==> src/rtl/assert_macros.svh <==
// Assertion helper macros used by the top-level RTL file.
`ifndef ASSERT_MACROS_SVH
`define ASSERT_MACROS_SVH

// Property must hold at every clock edge outside reset.
`define ASSERT_CLK(lbl, clk, rst_n, prop, msg) \
	lbl: assert property (@(posedge clk) disable iff (!rst_n) (prop)) else $error(msg);

// Condition must never be true at a clock edge outside reset.
`define ASSERT_NEVER(lbl, clk, rst_n, cond, msg) \
	lbl: assert property (@(posedge clk) disable iff (!rst_n) !(cond)) else $error(msg);

`endif

==> src/rtl/spht_pkg.sv <==
// Package: types, codes and constants of the step profile thermostat.
`default_nettype none

package spht_pkg;

	localparam int NUM_INTERVALS = 4;

	typedef enum logic [1:0] {
		PH_IDLE = 2'd0,
		PH_PREP = 2'd1,
		PH_HOLD = 2'd2,
		PH_DONE = 2'd3
	} phase_t;

	localparam logic [1:0] MODE_HEAT = 2'd1;
	localparam logic [1:0] MODE_COOL = 2'd2;

	typedef enum logic [2:0] {
		REG_WORD0      = 3'd0,
		REG_WORD1      = 3'd1,
		REG_WORD2      = 3'd2,
		REG_WORD3      = 3'd3,
		REG_HIGH_GATE  = 3'd4,
		REG_LOW_GATE   = 3'd5,
		REG_PREP_LIMIT = 3'd6
	} cfg_reg_t;

	localparam logic [7:0]  HIGH_GATE_RST  = 8'd2;
	localparam logic [7:0]  LOW_GATE_RST   = 8'd2;
	localparam logic [15:0] PREP_LIMIT_RST = 16'd3600;

	// Packing of one interval word: duration, target, mode (LSBs).
	typedef struct packed {
		logic [15:0] duration;
		logic [15:0] target;
		logic [1:0]  mode;
	} interval_t;

	typedef struct packed {
		logic clamp;
		logic hlamp;
		logic cooler;
		logic heater;
	} drive_t;

	typedef struct packed {
		phase_t      phase;
		logic [1:0]  idx;
		logic        hold_active;
		logic [15:0] prep_ticks;
		logic [15:0] remaining;
		drive_t      drive;
	} ctrl_state_t;

	typedef struct packed {
		logic        start_req;
		logic [15:0] temperature;
	} in_item_t;

	typedef struct packed {
		logic        heater_on;
		logic        cooler_on;
		logic        heat_lamp;
		logic        cool_lamp;
		logic [1:0]  phase;
		logic [1:0]  interval_now;
		logic [15:0] ticks_left;
	} out_item_t;

	// Gate settings handed to the tick logic.
	typedef struct packed {
		logic [7:0]  high_gate;
		logic [7:0]  low_gate;
		logic [15:0] prep_limit;
	} gates_t;

endpackage

`default_nettype wire

==> src/rtl/step_profile_hysteresis_thermostat.sv <==
// Top level: step profile thermostat with hysteresis, one tick per transfer.
//
// Usage notes
//  - in channel: one transfer per one-second tick, carrying start_req and the
//    temperature sample. A transfer happens when in_valid is high and
//    in_stall is low.
//  - out channel: exactly one result per input transfer, in order, holding
//    the drive bits, phase, interval index and hold ticks left after the tick.
//  - cfg channel: cfg_ready is always high; index 0..3 are the interval
//    words, 4 high gate, 5 low gate, 6 prep tick limit; other indexes are
//    dropped. Write only while no tick is in flight.
//  - Path: a transfer loads the input register; the tick's result is loaded
//    into the result register when the path advances, and so shows on out.
//  - Throughput: one tick per cycle unless a held result is refused; the
//    single compare/update pass between the input and result registers sets it.
//  - Stall: while a result sits in the output register with out_stall high,
//    the whole two-stage path holds and in_stall is raised; a result being
//    taken frees the path for a new transfer in the same cycle.
//  - Reset (arst_n low): phase idle, interval 0, all drives off, gates 2/2,
//    prep limit 3600, interval words zero, both stages empty.
`default_nettype none
`include "assert_macros.svh"

module step_profile_hysteresis_thermostat (
	input  wire logic                clk,
	input  wire logic                arst_n,
	// tick input
	input  wire logic                in_valid,
	output logic                     in_stall,
	input  wire spht_pkg::in_item_t  in_data,
	// result output
	output logic                     out_valid,
	input  wire logic                out_stall,
	output spht_pkg::out_item_t      out_data,
	// configuration writes
	input  wire logic                cfg_valid,
	output logic                     cfg_ready,
	input  wire logic [2:0]          cfg_index,
	input  wire logic [33:0]         cfg_data
);

	// Config registers
	spht_pkg::interval_t  word0_q, word1_q, word2_q, word3_q;
	spht_pkg::gates_t     gates_q;

	// Controller state
	spht_pkg::ctrl_state_t st_q;
	spht_pkg::ctrl_state_t st_nx;

	// Pipeline
	logic                  valid_s1;
	spht_pkg::in_item_t    item_s1;
	logic                  out_valid_q;
	spht_pkg::out_item_t   out_q;

	spht_pkg::interval_t   cur_iv;
	spht_pkg::interval_t   nxt_iv;
	logic [1:0]            idx_inc;
	logic                  advance;
	logic                  cfg_we;

	assign cfg_ready = 1'b1;
	assign cfg_we    = cfg_valid && cfg_ready;

	// Path moves unless a held result is being refused.
	assign advance  = !(out_valid_q && out_stall);
	assign in_stall = !advance;

	always_ff @(posedge clk or negedge arst_n) begin
		if (!arst_n) begin
			word0_q          <= '0;
			word1_q          <= '0;
			word2_q          <= '0;
			word3_q          <= '0;
			gates_q.high_gate  <= spht_pkg::HIGH_GATE_RST;
			gates_q.low_gate   <= spht_pkg::LOW_GATE_RST;
			gates_q.prep_limit <= spht_pkg::PREP_LIMIT_RST;
		end else if (cfg_we) begin
			case (spht_pkg::cfg_reg_t'(cfg_index))
				spht_pkg::REG_WORD0:      word0_q <= cfg_data;
				spht_pkg::REG_WORD1:      word1_q <= cfg_data;
				spht_pkg::REG_WORD2:      word2_q <= cfg_data;
				spht_pkg::REG_WORD3:      word3_q <= cfg_data;
				spht_pkg::REG_HIGH_GATE:  gates_q.high_gate  <= cfg_data[7:0];
				spht_pkg::REG_LOW_GATE:   gates_q.low_gate   <= cfg_data[7:0];
				spht_pkg::REG_PREP_LIMIT: gates_q.prep_limit <= cfg_data[15:0];
				default: ;
			endcase
		end
	end

	// Current interval and the one after it (next wraps, unused on the last).
	assign idx_inc = st_q.idx + 2'd1;

	always_comb begin
		case (st_q.idx)
			2'd0:    cur_iv = word0_q;
			2'd1:    cur_iv = word1_q;
			2'd2:    cur_iv = word2_q;
			default: cur_iv = word3_q;
		endcase
	end

	always_comb begin
		case (idx_inc)
			2'd0:    nxt_iv = word0_q;
			2'd1:    nxt_iv = word1_q;
			2'd2:    nxt_iv = word2_q;
			default: nxt_iv = word3_q;
		endcase
	end

	spht_step u_step (
		.st       (st_q),
		.item     (item_s1),
		.cur_iv   (cur_iv),
		.nxt_iv   (nxt_iv),
		.first_iv (word0_q),
		.gates    (gates_q),
		.st_nx    (st_nx)
	);

	// Control: valid bits and controller state
	always_ff @(posedge clk or negedge arst_n) begin
		if (!arst_n) begin
			valid_s1    <= 1'b0;
			out_valid_q <= 1'b0;
			st_q        <= '{phase: spht_pkg::PH_IDLE, idx: 2'd0, hold_active: 1'b0,
				prep_ticks: 16'd0, remaining: 16'd0, drive: '0};
		end else if (advance) begin
			valid_s1    <= in_valid;
			out_valid_q <= valid_s1;
			if (valid_s1)
				st_q <= st_nx;
		end
	end

	// Payload registers
	always_ff @(posedge clk) begin
		if (advance && in_valid)
			item_s1 <= in_data;
		if (advance && valid_s1) begin
			out_q.heater_on    <= st_nx.drive.heater;
			out_q.cooler_on    <= st_nx.drive.cooler;
			out_q.heat_lamp    <= st_nx.drive.hlamp;
			out_q.cool_lamp    <= st_nx.drive.clamp;
			out_q.phase        <= st_nx.phase;
			out_q.interval_now <= st_nx.idx;
			out_q.ticks_left   <= st_nx.remaining;
		end
	end

	assign out_valid = out_valid_q;
	assign out_data  = out_q;

	`ASSERT_CLK(a_idle_drives_off, clk, arst_n, (st_q.phase == spht_pkg::PH_IDLE) |-> (st_q.drive == '0), "drives on while idle")
	`ASSERT_CLK(a_done_drives_off, clk, arst_n, (st_q.phase == spht_pkg::PH_DONE) |-> (st_q.drive == '0), "drives on after profile end")
	`ASSERT_CLK(a_hold_no_cooler, clk, arst_n, (st_q.phase == spht_pkg::PH_HOLD) |-> !st_q.drive.cooler, "cooler driven in hold")
	`ASSERT_NEVER(a_heat_and_cool, clk, arst_n, st_q.drive.heater && st_q.drive.cooler && (st_q.phase == spht_pkg::PH_PREP), "heater and cooler both on in prep")

endmodule

`default_nettype wire

==> src/rtl/spht_step.sv <==
// Per-tick next-state logic of the thermostat controller.
`default_nettype none

module spht_step (
	input  wire spht_pkg::ctrl_state_t st,
	input  wire spht_pkg::in_item_t    item,
	input  wire spht_pkg::interval_t   cur_iv,
	input  wire spht_pkg::interval_t   nxt_iv,
	input  wire spht_pkg::interval_t   first_iv,
	input  wire spht_pkg::gates_t      gates,
	output spht_pkg::ctrl_state_t      st_nx
);

	function automatic spht_pkg::ctrl_state_t prep_state(
		input spht_pkg::ctrl_state_t s,
		input logic [1:0]            idx,
		input spht_pkg::interval_t   iv
	);
		spht_pkg::ctrl_state_t r;
		r             = s;
		r.phase       = spht_pkg::PH_PREP;
		r.idx         = idx;
		r.prep_ticks  = '0;
		r.hold_active = 1'b0;
		r.remaining   = iv.duration;
		r.drive       = '0;
		if (iv.mode == spht_pkg::MODE_HEAT) begin
			r.drive.heater = 1'b1;
			r.drive.hlamp  = 1'b1;
		end else if (iv.mode == spht_pkg::MODE_COOL) begin
			r.drive.cooler = 1'b1;
			r.drive.clamp  = 1'b1;
		end
		return r;
	endfunction

	function automatic spht_pkg::ctrl_state_t end_interval(
		input spht_pkg::ctrl_state_t s,
		input spht_pkg::interval_t   iv
	);
		spht_pkg::ctrl_state_t r;
		logic [2:0]            idx_inc;
		r             = s;
		r.drive       = '0;
		r.hold_active = 1'b0;
		idx_inc       = {1'b0, s.idx} + 3'd1;
		if (idx_inc >= 3'(spht_pkg::NUM_INTERVALS))
			r.phase = spht_pkg::PH_DONE;
		else
			r = prep_state(r, idx_inc[1:0], iv);
		return r;
	endfunction

	logic signed [17:0] temp_s;
	logic signed [17:0] hi_s;
	logic signed [17:0] lo_s;
	logic               mode_active;

	// Signed thresholds; lower one may go negative.
	assign temp_s = signed'({2'b00, item.temperature});
	assign hi_s   = signed'({2'b00, cur_iv.target}) + signed'({10'b0, gates.high_gate});
	assign lo_s   = signed'({2'b00, cur_iv.target}) - signed'({10'b0, gates.low_gate});
	assign mode_active = (cur_iv.mode == spht_pkg::MODE_HEAT) ||
		(cur_iv.mode == spht_pkg::MODE_COOL);

	always_comb begin
		st_nx = st;
		case (st.phase)
			spht_pkg::PH_IDLE, spht_pkg::PH_DONE: begin
				if (item.start_req)
					st_nx = prep_state(st, 2'd0, first_iv);
			end
			spht_pkg::PH_PREP: begin
				if (temp_s > hi_s || st.prep_ticks >= gates.prep_limit) begin
					st_nx.drive.heater = 1'b0;
					st_nx.drive.cooler = 1'b0;
					st_nx.hold_active  = 1'b0;
					st_nx.phase        = spht_pkg::PH_HOLD;
					if (st.remaining == 16'd0)
						st_nx = end_interval(st_nx, nxt_iv);
				end else begin
					st_nx.prep_ticks = st.prep_ticks + 16'd1;
				end
			end
			spht_pkg::PH_HOLD: begin
				if (mode_active) begin
					if (temp_s >= hi_s && st_nx.hold_active) begin
						st_nx.hold_active  = 1'b0;
						st_nx.drive.heater = 1'b0;
					end
					if (temp_s <= lo_s && !st_nx.hold_active) begin
						st_nx.hold_active  = 1'b1;
						st_nx.drive.heater = 1'b1;
					end
				end
				if (st.remaining != 16'd0)
					st_nx.remaining = st.remaining - 16'd1;
				if (st_nx.remaining == 16'd0)
					st_nx = end_interval(st_nx, nxt_iv);
			end
			default: begin
				st_nx = st;
			end
		endcase
	end

endmodule

`default_nettype wire
==> config.mk <==
export PLATFORM = sky130hd
export DESIGN_NAME = step_profile_hysteresis_thermostat
export DESIGN_NICKNAME = d
export VERILOG_FILES = /design/src/rtl/spht_pkg.sv /design/src/rtl/step_profile_hysteresis_thermostat.sv /design/src/rtl/spht_step.sv
export VERILOG_INCLUDE_DIRS = /design/src /design/src/rtl
export SDC_FILE = /design/constraint.sdc
export NUM_CORES = 1
export LEC_CHECK = 0
export BUFFER_PORTS_ARGS = -buffer_cell sky130_fd_sc_hd__buf_2
export CAP_MARGIN = 10
export CORE_ASPECT_RATIO = 1.2
export CORE_MARGIN = 8
export CORE_UTILIZATION = 36
export CTS_CLUSTER_DIAMETER = 40
export DETAILED_ROUTE_END_ITERATION = 6
export PLACE_DENSITY = 0.59
export SETUP_SLACK_MARGIN = 0.4
export SYNTH_ARGS = -nofsm -noshare
export SYNTH_HDL_FRONTEND = slang
export SYNTH_SLANG_ARGS = --single-unit
==> constraint.sdc <==
create_clock -name clk -period 8.9 [get_ports clk]
set_input_delay 1.78 -clock clk [delete_from_list [all_inputs] [get_ports clk]]
set_output_delay 1.78 -clock clk [all_outputs]
set_load 0.03 [all_outputs]
[Word level (Yosys, flattened, before mapping)]
Cells that the tools add are included.
Storage, ports and cells
  output and inout bits: 27
  bits in registers: 252
  bits of input ports: 59
  logic and storage cells: 128
Cells by class
  reductions and logical operators: 27
  mux-type cells: 28
  $add $sub $neg: 6
  eq/ne operators: 26
  order comparisons: 5
  bitwise gates (word level): 1
Operator list (count)
  two-way mux 41 bit: 3
  one-hot mux 41 bit (3 select lines): 1
  one-hot mux 34 bit (3 select lines): 1
  two-way mux 39 bit: 2
  one-hot mux 18 bit (3 select lines): 1
  two-way mux 16 bit: 3
  zero test 16 bit: 2
  two-way mux 20 bit: 1
  >= comparator 17 x 18 -> 1 bit: 1
  greater-than comparator 17 x 18 -> 1 bit: 1
  less-or-equal comparator 17 x 18 -> 1 bit: 1
  adder 16 x 8 -> 17 bit: 1
  subtractor 16 x 8 -> 17 bit: 1
  adder 16 x 1 -> 16 bit (second input constant): 1
  >= comparator 16 bit: 1
  AND reduction 2 bit: 8
  nonzero test 16 bit: 1
  subtractor 16 x 1 -> 16 bit (second input constant): 1
  equality test 2 bit (second input constant): 7
  two-way mux 1 bit: 14
  equality test 2 x 1 -> 1 bit (second input constant): 6
  equality test 3 bit (second input constant): 3
  AND reduction 7 bit: 1
  equality test 3 x 2 -> 1 bit (second input constant): 2
  other kinds (18): 29

[Depth between registers and ports, before layout]
  depth in word-level cells: 14
  mapped depth: 29
  gate-level depth less buffers: 24

[By module]
Synthesis repeated with hierarchy kept, for this count alone.
Second synthesis, totals
  cell total of the unflattened synthesis: 1232
  area total of the unflattened synthesis: 15035.7 µm²
By module, submodules not included
  step_profile_hysteresis_thermostat: instances 1, cells each 584, area an instance 10771.6 µm², seq. area each 6518.8 µm²
  spht_step: instances 1, cells each 648, area an instance 4264.1 µm², seq. area each 0.0 µm²

[Worst setup path before layout]
Ideal clock, no wire load.
  kind: register to register
  start point: reg st_q[38] in the netlist's numbering
  end point: reg out_q (netlist bit out_data[21]), data pin
  buffers on the path: 6
  required time: 8629 ps
  library setup time: 271 ps
  cell stages (with the launch flop): 28
  clock period less this slack: 6303 ps
  arrival: 6032 ps
  path slack: 2597 ps
  cell sequence: dfrtp_1 -> clkbuf_1 -> clkbuf_1 -> clkbuf_1 -> buf_1 -> buf_1 -> mux4_2 -> ha_1 -> a21o_1 -> a21oi_1 -> o21bai_1 -> a21oi_1 -> nor2b_1 -> o21a_1 -> o21a_1 -> o21ai_0 -> xor2_1 -> ha_1 -> nand4_1 -> inv_1 -> a2111o_1 -> a221oi_1 -> a311oi_4 -> o21ai_1 -> clkbuf_1 -> o21ai_0 -> a21boi_1 -> a21oi_1
RTL lines
  from (decl): line step_profile_hysteresis_thermostat.sv:47  | spht_pkg::ctrl_state_t st_q;
  from (signal assigned): line step_profile_hysteresis_thermostat.sv:128  | st_q <= '{phase: spht_pkg::PH_IDLE, idx: 2'd0, hold_active: 1'b0,
  from (signal assigned): line step_profile_hysteresis_thermostat.sv:134  | st_q <= st_nx;
  to (decl): line step_profile_hysteresis_thermostat.sv:54  | spht_pkg::out_item_t out_q;

[Final worst setup path]
  start point: reg st_q[37] in the netlist's numbering
  end point: reg st_q[30] in the netlist's numbering
Between the ends
  cells in the longest elaborated chain, start to end: 7
  elaborated cells between the ends (all ways): 15
  classes of those cells: add/sub (2); order compare (2); eq/ne (5); mux (3); reduce/logical (3)
Ends and longest elaborated chain
  equality test 2 bit, or another cell as far along: line step_profile_hysteresis_thermostat.sv:96  | case (st_q.idx)
  one-hot mux 18 bit (3 select lines): line step_profile_hysteresis_thermostat.sv:96
  adder 16 x 8 -> 17 bit: line spht_step.sv:61  | assign hi_s = signed'({2'b00, cur_iv.target}) + signed'({10'b0, gates.high_gate});
  greater-than comparator 17 x 18 -> 1 bit: line spht_step.sv:74  | if (temp_s > hi_s || st.prep_ticks >= gates.prep_limit) begin
  logical OR 1 bit: line spht_step.sv:74
  inequality test 3 bit (no source line) / two-way mux 16 bit (equally long branches)
  AND reduction 7 bit (no source line) / one-hot mux 41 bit (3 select lines) (equally long branches)
Parallel ways exist; a longest one is shown, timed or not.
A chain may end at the register's enable or synchronous reset.

==> run summary <==
The count of filler cells inserted in the layout came out at 3832. Each instance of the synthesized netlist takes up on average between 10 and 15 sq um. The initial DRC count came out at 702. The overall power consumption is 5660 uW. In the routed design, unresolved DRC markers number 0. STA classifies the critical path endpoint as a register.

Setup repair after global routing left no endpoint under its margin. Max-cap violations in this run came to 0. The net switching power is ~2200 uW. The final critical delay including setup and external delays is approximately 6000 ps. The end of the worst register-to-register path is st_q[30]$_DFFE_PN0P_. The leading cell type in the layout, fill and taps excluded is dfrtp_1. The largest total area in the synthesized netlist belongs to dfrtp_1. The final instance area is between 15000 and 20000 sq um. The part of the cycle the worst path needs came out at 0.677.

The origin of the worst setup path is st_q[37]$_DFFE_PN0P_. The core region is 39800 sq um. The clock network latency to the later pin of the worst-skew pair is 550 ps. The share of synthesized area in the top cell type comes to 0.353. The number of antenna violations at the first check in global routing is 4. The worst register-to-register path begins at st_q[37]$_DFFE_PN0P_. The ratio of total power to cell area is 335 nW/um^2. The peak ir drop on the vdd network came out at 179 uV.

Dividing the detail-routed wire length by the instance count gives 20.4 um. The aggregate routed wire length is 39800 um. The basic-gate share of the synthesized area counting and, or, nand and nor cells is 0.112.

On the worst path, the slowest cell contributes a delay of 610 ps. The post-synthesis share of cell area spent on xor and xnor gates is 0.0193. In the layout the commonest cells are 204 x dfrtp_1, 182 x mux2_2, 97 x nand2_1. Pin placement for this block handled 86 I/O pins. The TritonCTS sink count is 252. The flip-flop and latch count after synthesis came out at around 250.

The share of total power dissipated in the clock network is 0.292. From bottom edge to top edge, the die measures 236 um. The critical path required time is between 9000 and 10000 ps.

The total internal power is between 3000 and 4000 uW. The layout-stage area growth over the synthesis result came out at 16.2%. The Yosys step of the flow raised 0 warnings. The reg-to-reg setup timing slack is around 2900 ps. The wire length of the first global-routing pass came out at between 60000 and 70000 um. After synthesis, the cell types taking the most area are dfrtp_1 35%, mux2_2 14%, edfxtp_1 8.5%, ha_1 5.9%, mux4_2 2.9%. By area, the combinational part of the netlist is dominated by multiplexers. The final cell utilization of the core is 0.424. The cell depth of the worst flop-to-flop path came out at 23. The combinational share of power came out at 0.400. The number of buffers on the longest clock path came out at 3. The switching fraction of total power came out at 0.382. The number of instances resized during post-cts repair is 0. The count of final hold-check violations was 0. The worst setup path is of the reg2reg kind. The synthesized-area fraction occupied by ao, oa, aoi and oai cells is 0.144.

The dominant delay contributor by cell family on the critical path is compound AO/OA/AOI/OAI gates. The standard cell area after detailed placement came out at 15500 sq um. The arrival time of the worst setup path came out at 6500 ps. The worst hold margin came out at 500 ps. The port buffer count is 84.

The number of H-tree levels is 2. The post-synth net total is between 1k and 1.5k. The number of distinct library cells after synthesis came out at 80. The mux contribution to synthesized area is 0.176. The tree is rooted in a clkbuf_16. The die covers 47100 sq um. The detail-routed via count per cell came out at between 5 and 6. Counting both buffers and inverters, the worst setup path holds a total of 2. The top achievable clock speed is 166 MHz. After clock tree synthesis, the flow added hold-fix buffers numbering 0. The overall track demand over capacity in global routing came out at 0.172. The post-CTS setup buffer count is 0.

The count of antenna-violating nets left after detailed routing is 0. The site row count is 80. The source of the worst hold timing path is word1_q[21]$_DFFE_PN0P_.

The cell area that synthesis handed to floorplanning was 14500 sq um. For this configuration, the core starts out at a cell density of 0.365. Counting flops with a built-in enable in the synthesized netlist gives just over 40.

The total via count after detailed routing is roughly 11k. The number of iterations in the first detailed-routing pass is 5. The sequential cell area fraction in the yosys report came out at 0.448. The startpoint type of the worst setup path is a register. The max-slew violation count was 0. The floorplan die width came out at 199 um. The leakage power figure is 0.00703 uW. The run finished with clean final reports. The share of layout cells above drive strength 1 is 0.293.

The final total negative setup slack came out at 0 ps. The setup violation total in the final timing report is 0. The maximum fanout encountered on the critical timing path is 41. The signal on the critical path passes through buf_4 -> mux4_2 -> ha_1 -> inv_1 -> o21bai_1 -> a21oi_1 -> nor2b_1 -> o21a_1 -> o21a_1 -> nor2_1 -> nor2_1 -> xnor2_1 -> ha_1 -> a21o_1 -> a21oi_1 -> o21ai_0 -> a221oi_1 -> a311oi_4 -> nor2_2 -> nand3_1 -> nor2_8 -> nand4_1 -> o21ai_1.

The number of global-route vias before repair came to 11.2k. The worst-case headroom to the max-slew limit came out at 0.316. The count of mapped cells out of synthesis is ~1.3k. On the final layout, the worst clock skew is 24.3 ps. The CTS tree is yes. The total overflow left after global routing is 0. The clock-pin slew reported for the worst setup and hold paths after clock tree synthesis came out at 50 ps. For the pin with the worst max-slew slack, the measured transition is 1020 ps. For this run, the post-layout net count is roughly 1.5k.

The worst hold path depth is 1. At the end of routability-driven placement, the weighted congestion stood at slightly below 0.9. Detailed placement finished with a half-perimeter wire length of 27600 um. The share of total power dissipated in sequential elements is 0.308. The top flip-flop cell by instance count after synthesis is dfrtp_1. In this run, CTS created clock tree buffers numbering 39.

The capture endpoint of the worst hold path is word1_q[21]$_DFFE_PN0P_. The share of flip-flops with an asynchronous set or reset after synthesis is 0.837. For this design, the slowest cell found on the critical path is mux4_2.

The largest net degree at the start of global routing is 84. The min-delay analysis places its worst path in the category reg2reg. Of the total synthesized cell area, the portion taken by full adders, half adders and majority gates is 0.0613.
through the flow:
step           instances  setup slack [ps]
5_1_grt             1952              2400
6_report            1952              2870
3_5_place_dp        1881              2800
3_3_place_gp        1881              2870
2_1_floorplan       1322              2600
4_1_cts             1951              2780
cell usage after synthesis, drive strengths merged (8+ instances only):
cell    number
edfxtp      41
mux2       182
o31ai        8
nand4       15
and3        11
a21oi       69
o211ai      11
mux4        19
o221ai      21
a22oi        9
nor2b       11
a211oi      18
mux2i        8
clkbuf      56
ha          68
a21o         8
inv         60
nand2b      13
xnor2       20
o21ai       80
o22a        25
nor4        11
nand2       97
xor2        12
buf         21
dfrtp      205
nor3        34
nand3       23
o21bai      13
o22ai        9
nor2        63
power by group through the flow:
stage / Combinational, uW / Clock, uW / Sequential (uW)
6_report: 2270 / 1650 / 1740
3_5_place_dp: 2270 / 0 / 1760
5_1_grt: 2530 / 1740 / 1780
2_1_floorplan: 1710 / 0 / 1710
4_1_cts: 2290 / 1690 / 1740
3_3_place_gp: 2240 / 0 / 1750
flip-flops by register name, indices dropped and copies added, names as in the netlist:
signal	flops
gates_q	32
out_valid	1
word3_q	34
st_q	41
valid_s1	1
item_s1	17
word2_q	34
out_data	24
word1_q	34
word0_q	34
layout make-up:
cell class / instances / area, sq um / share of cell area
repair buffers: 103 / 572 / 0.0338
clock inverters: 24 / 319 / 0.0189
multi-input cells: 933 / 7470 / 0.442
well taps: 533 / 667 / 0.0395
diodes: 1 / 2.50 / 0.000148
clock buffers: 46 / 1120 / 0.0661
inverters: 60 / 225 / 0.0133
flip-flops and latches: 252 / 6520 / 0.386
layer usage:
metal | track usage | wire, um | up-vias
met5 | 0 | 41 | -
met2 | 0.286 | 19500 | 281
met3 | 0.0309 | 2000 | 79
met1 | 0.215 | 16800 | 5421
li1 | - | - | 5056
met4 | 0.0723 | 1380 | 6
worst max-delay path by stage:
stage          depth (start not counted)  slack, ps                     end
2_1_floorplan                         27       2600  out_data[21]$_DFFE_PP_
3_3_place_gp                          22       2870    st_q[37]$_DFFE_PN0P_
3_5_place_dp                          23       2800    st_q[37]$_DFFE_PN0P_
4_1_cts                               23       2780    st_q[37]$_DFFE_PN0P_
5_1_grt                               23       2400    st_q[30]$_DFFE_PN0P_
6_report                              23       2870    st_q[30]$_DFFE_PN0P_
cell families after synthesis:
family / count (synthesis)
compound gates: 313
simple gates: 308
flops: 252
mux: 209
buf+inv: 137
fa+ha+maj: 70
xor+xnor: 32
other cells: 1
No activity file was read; power rests on OpenSTA's default activity.
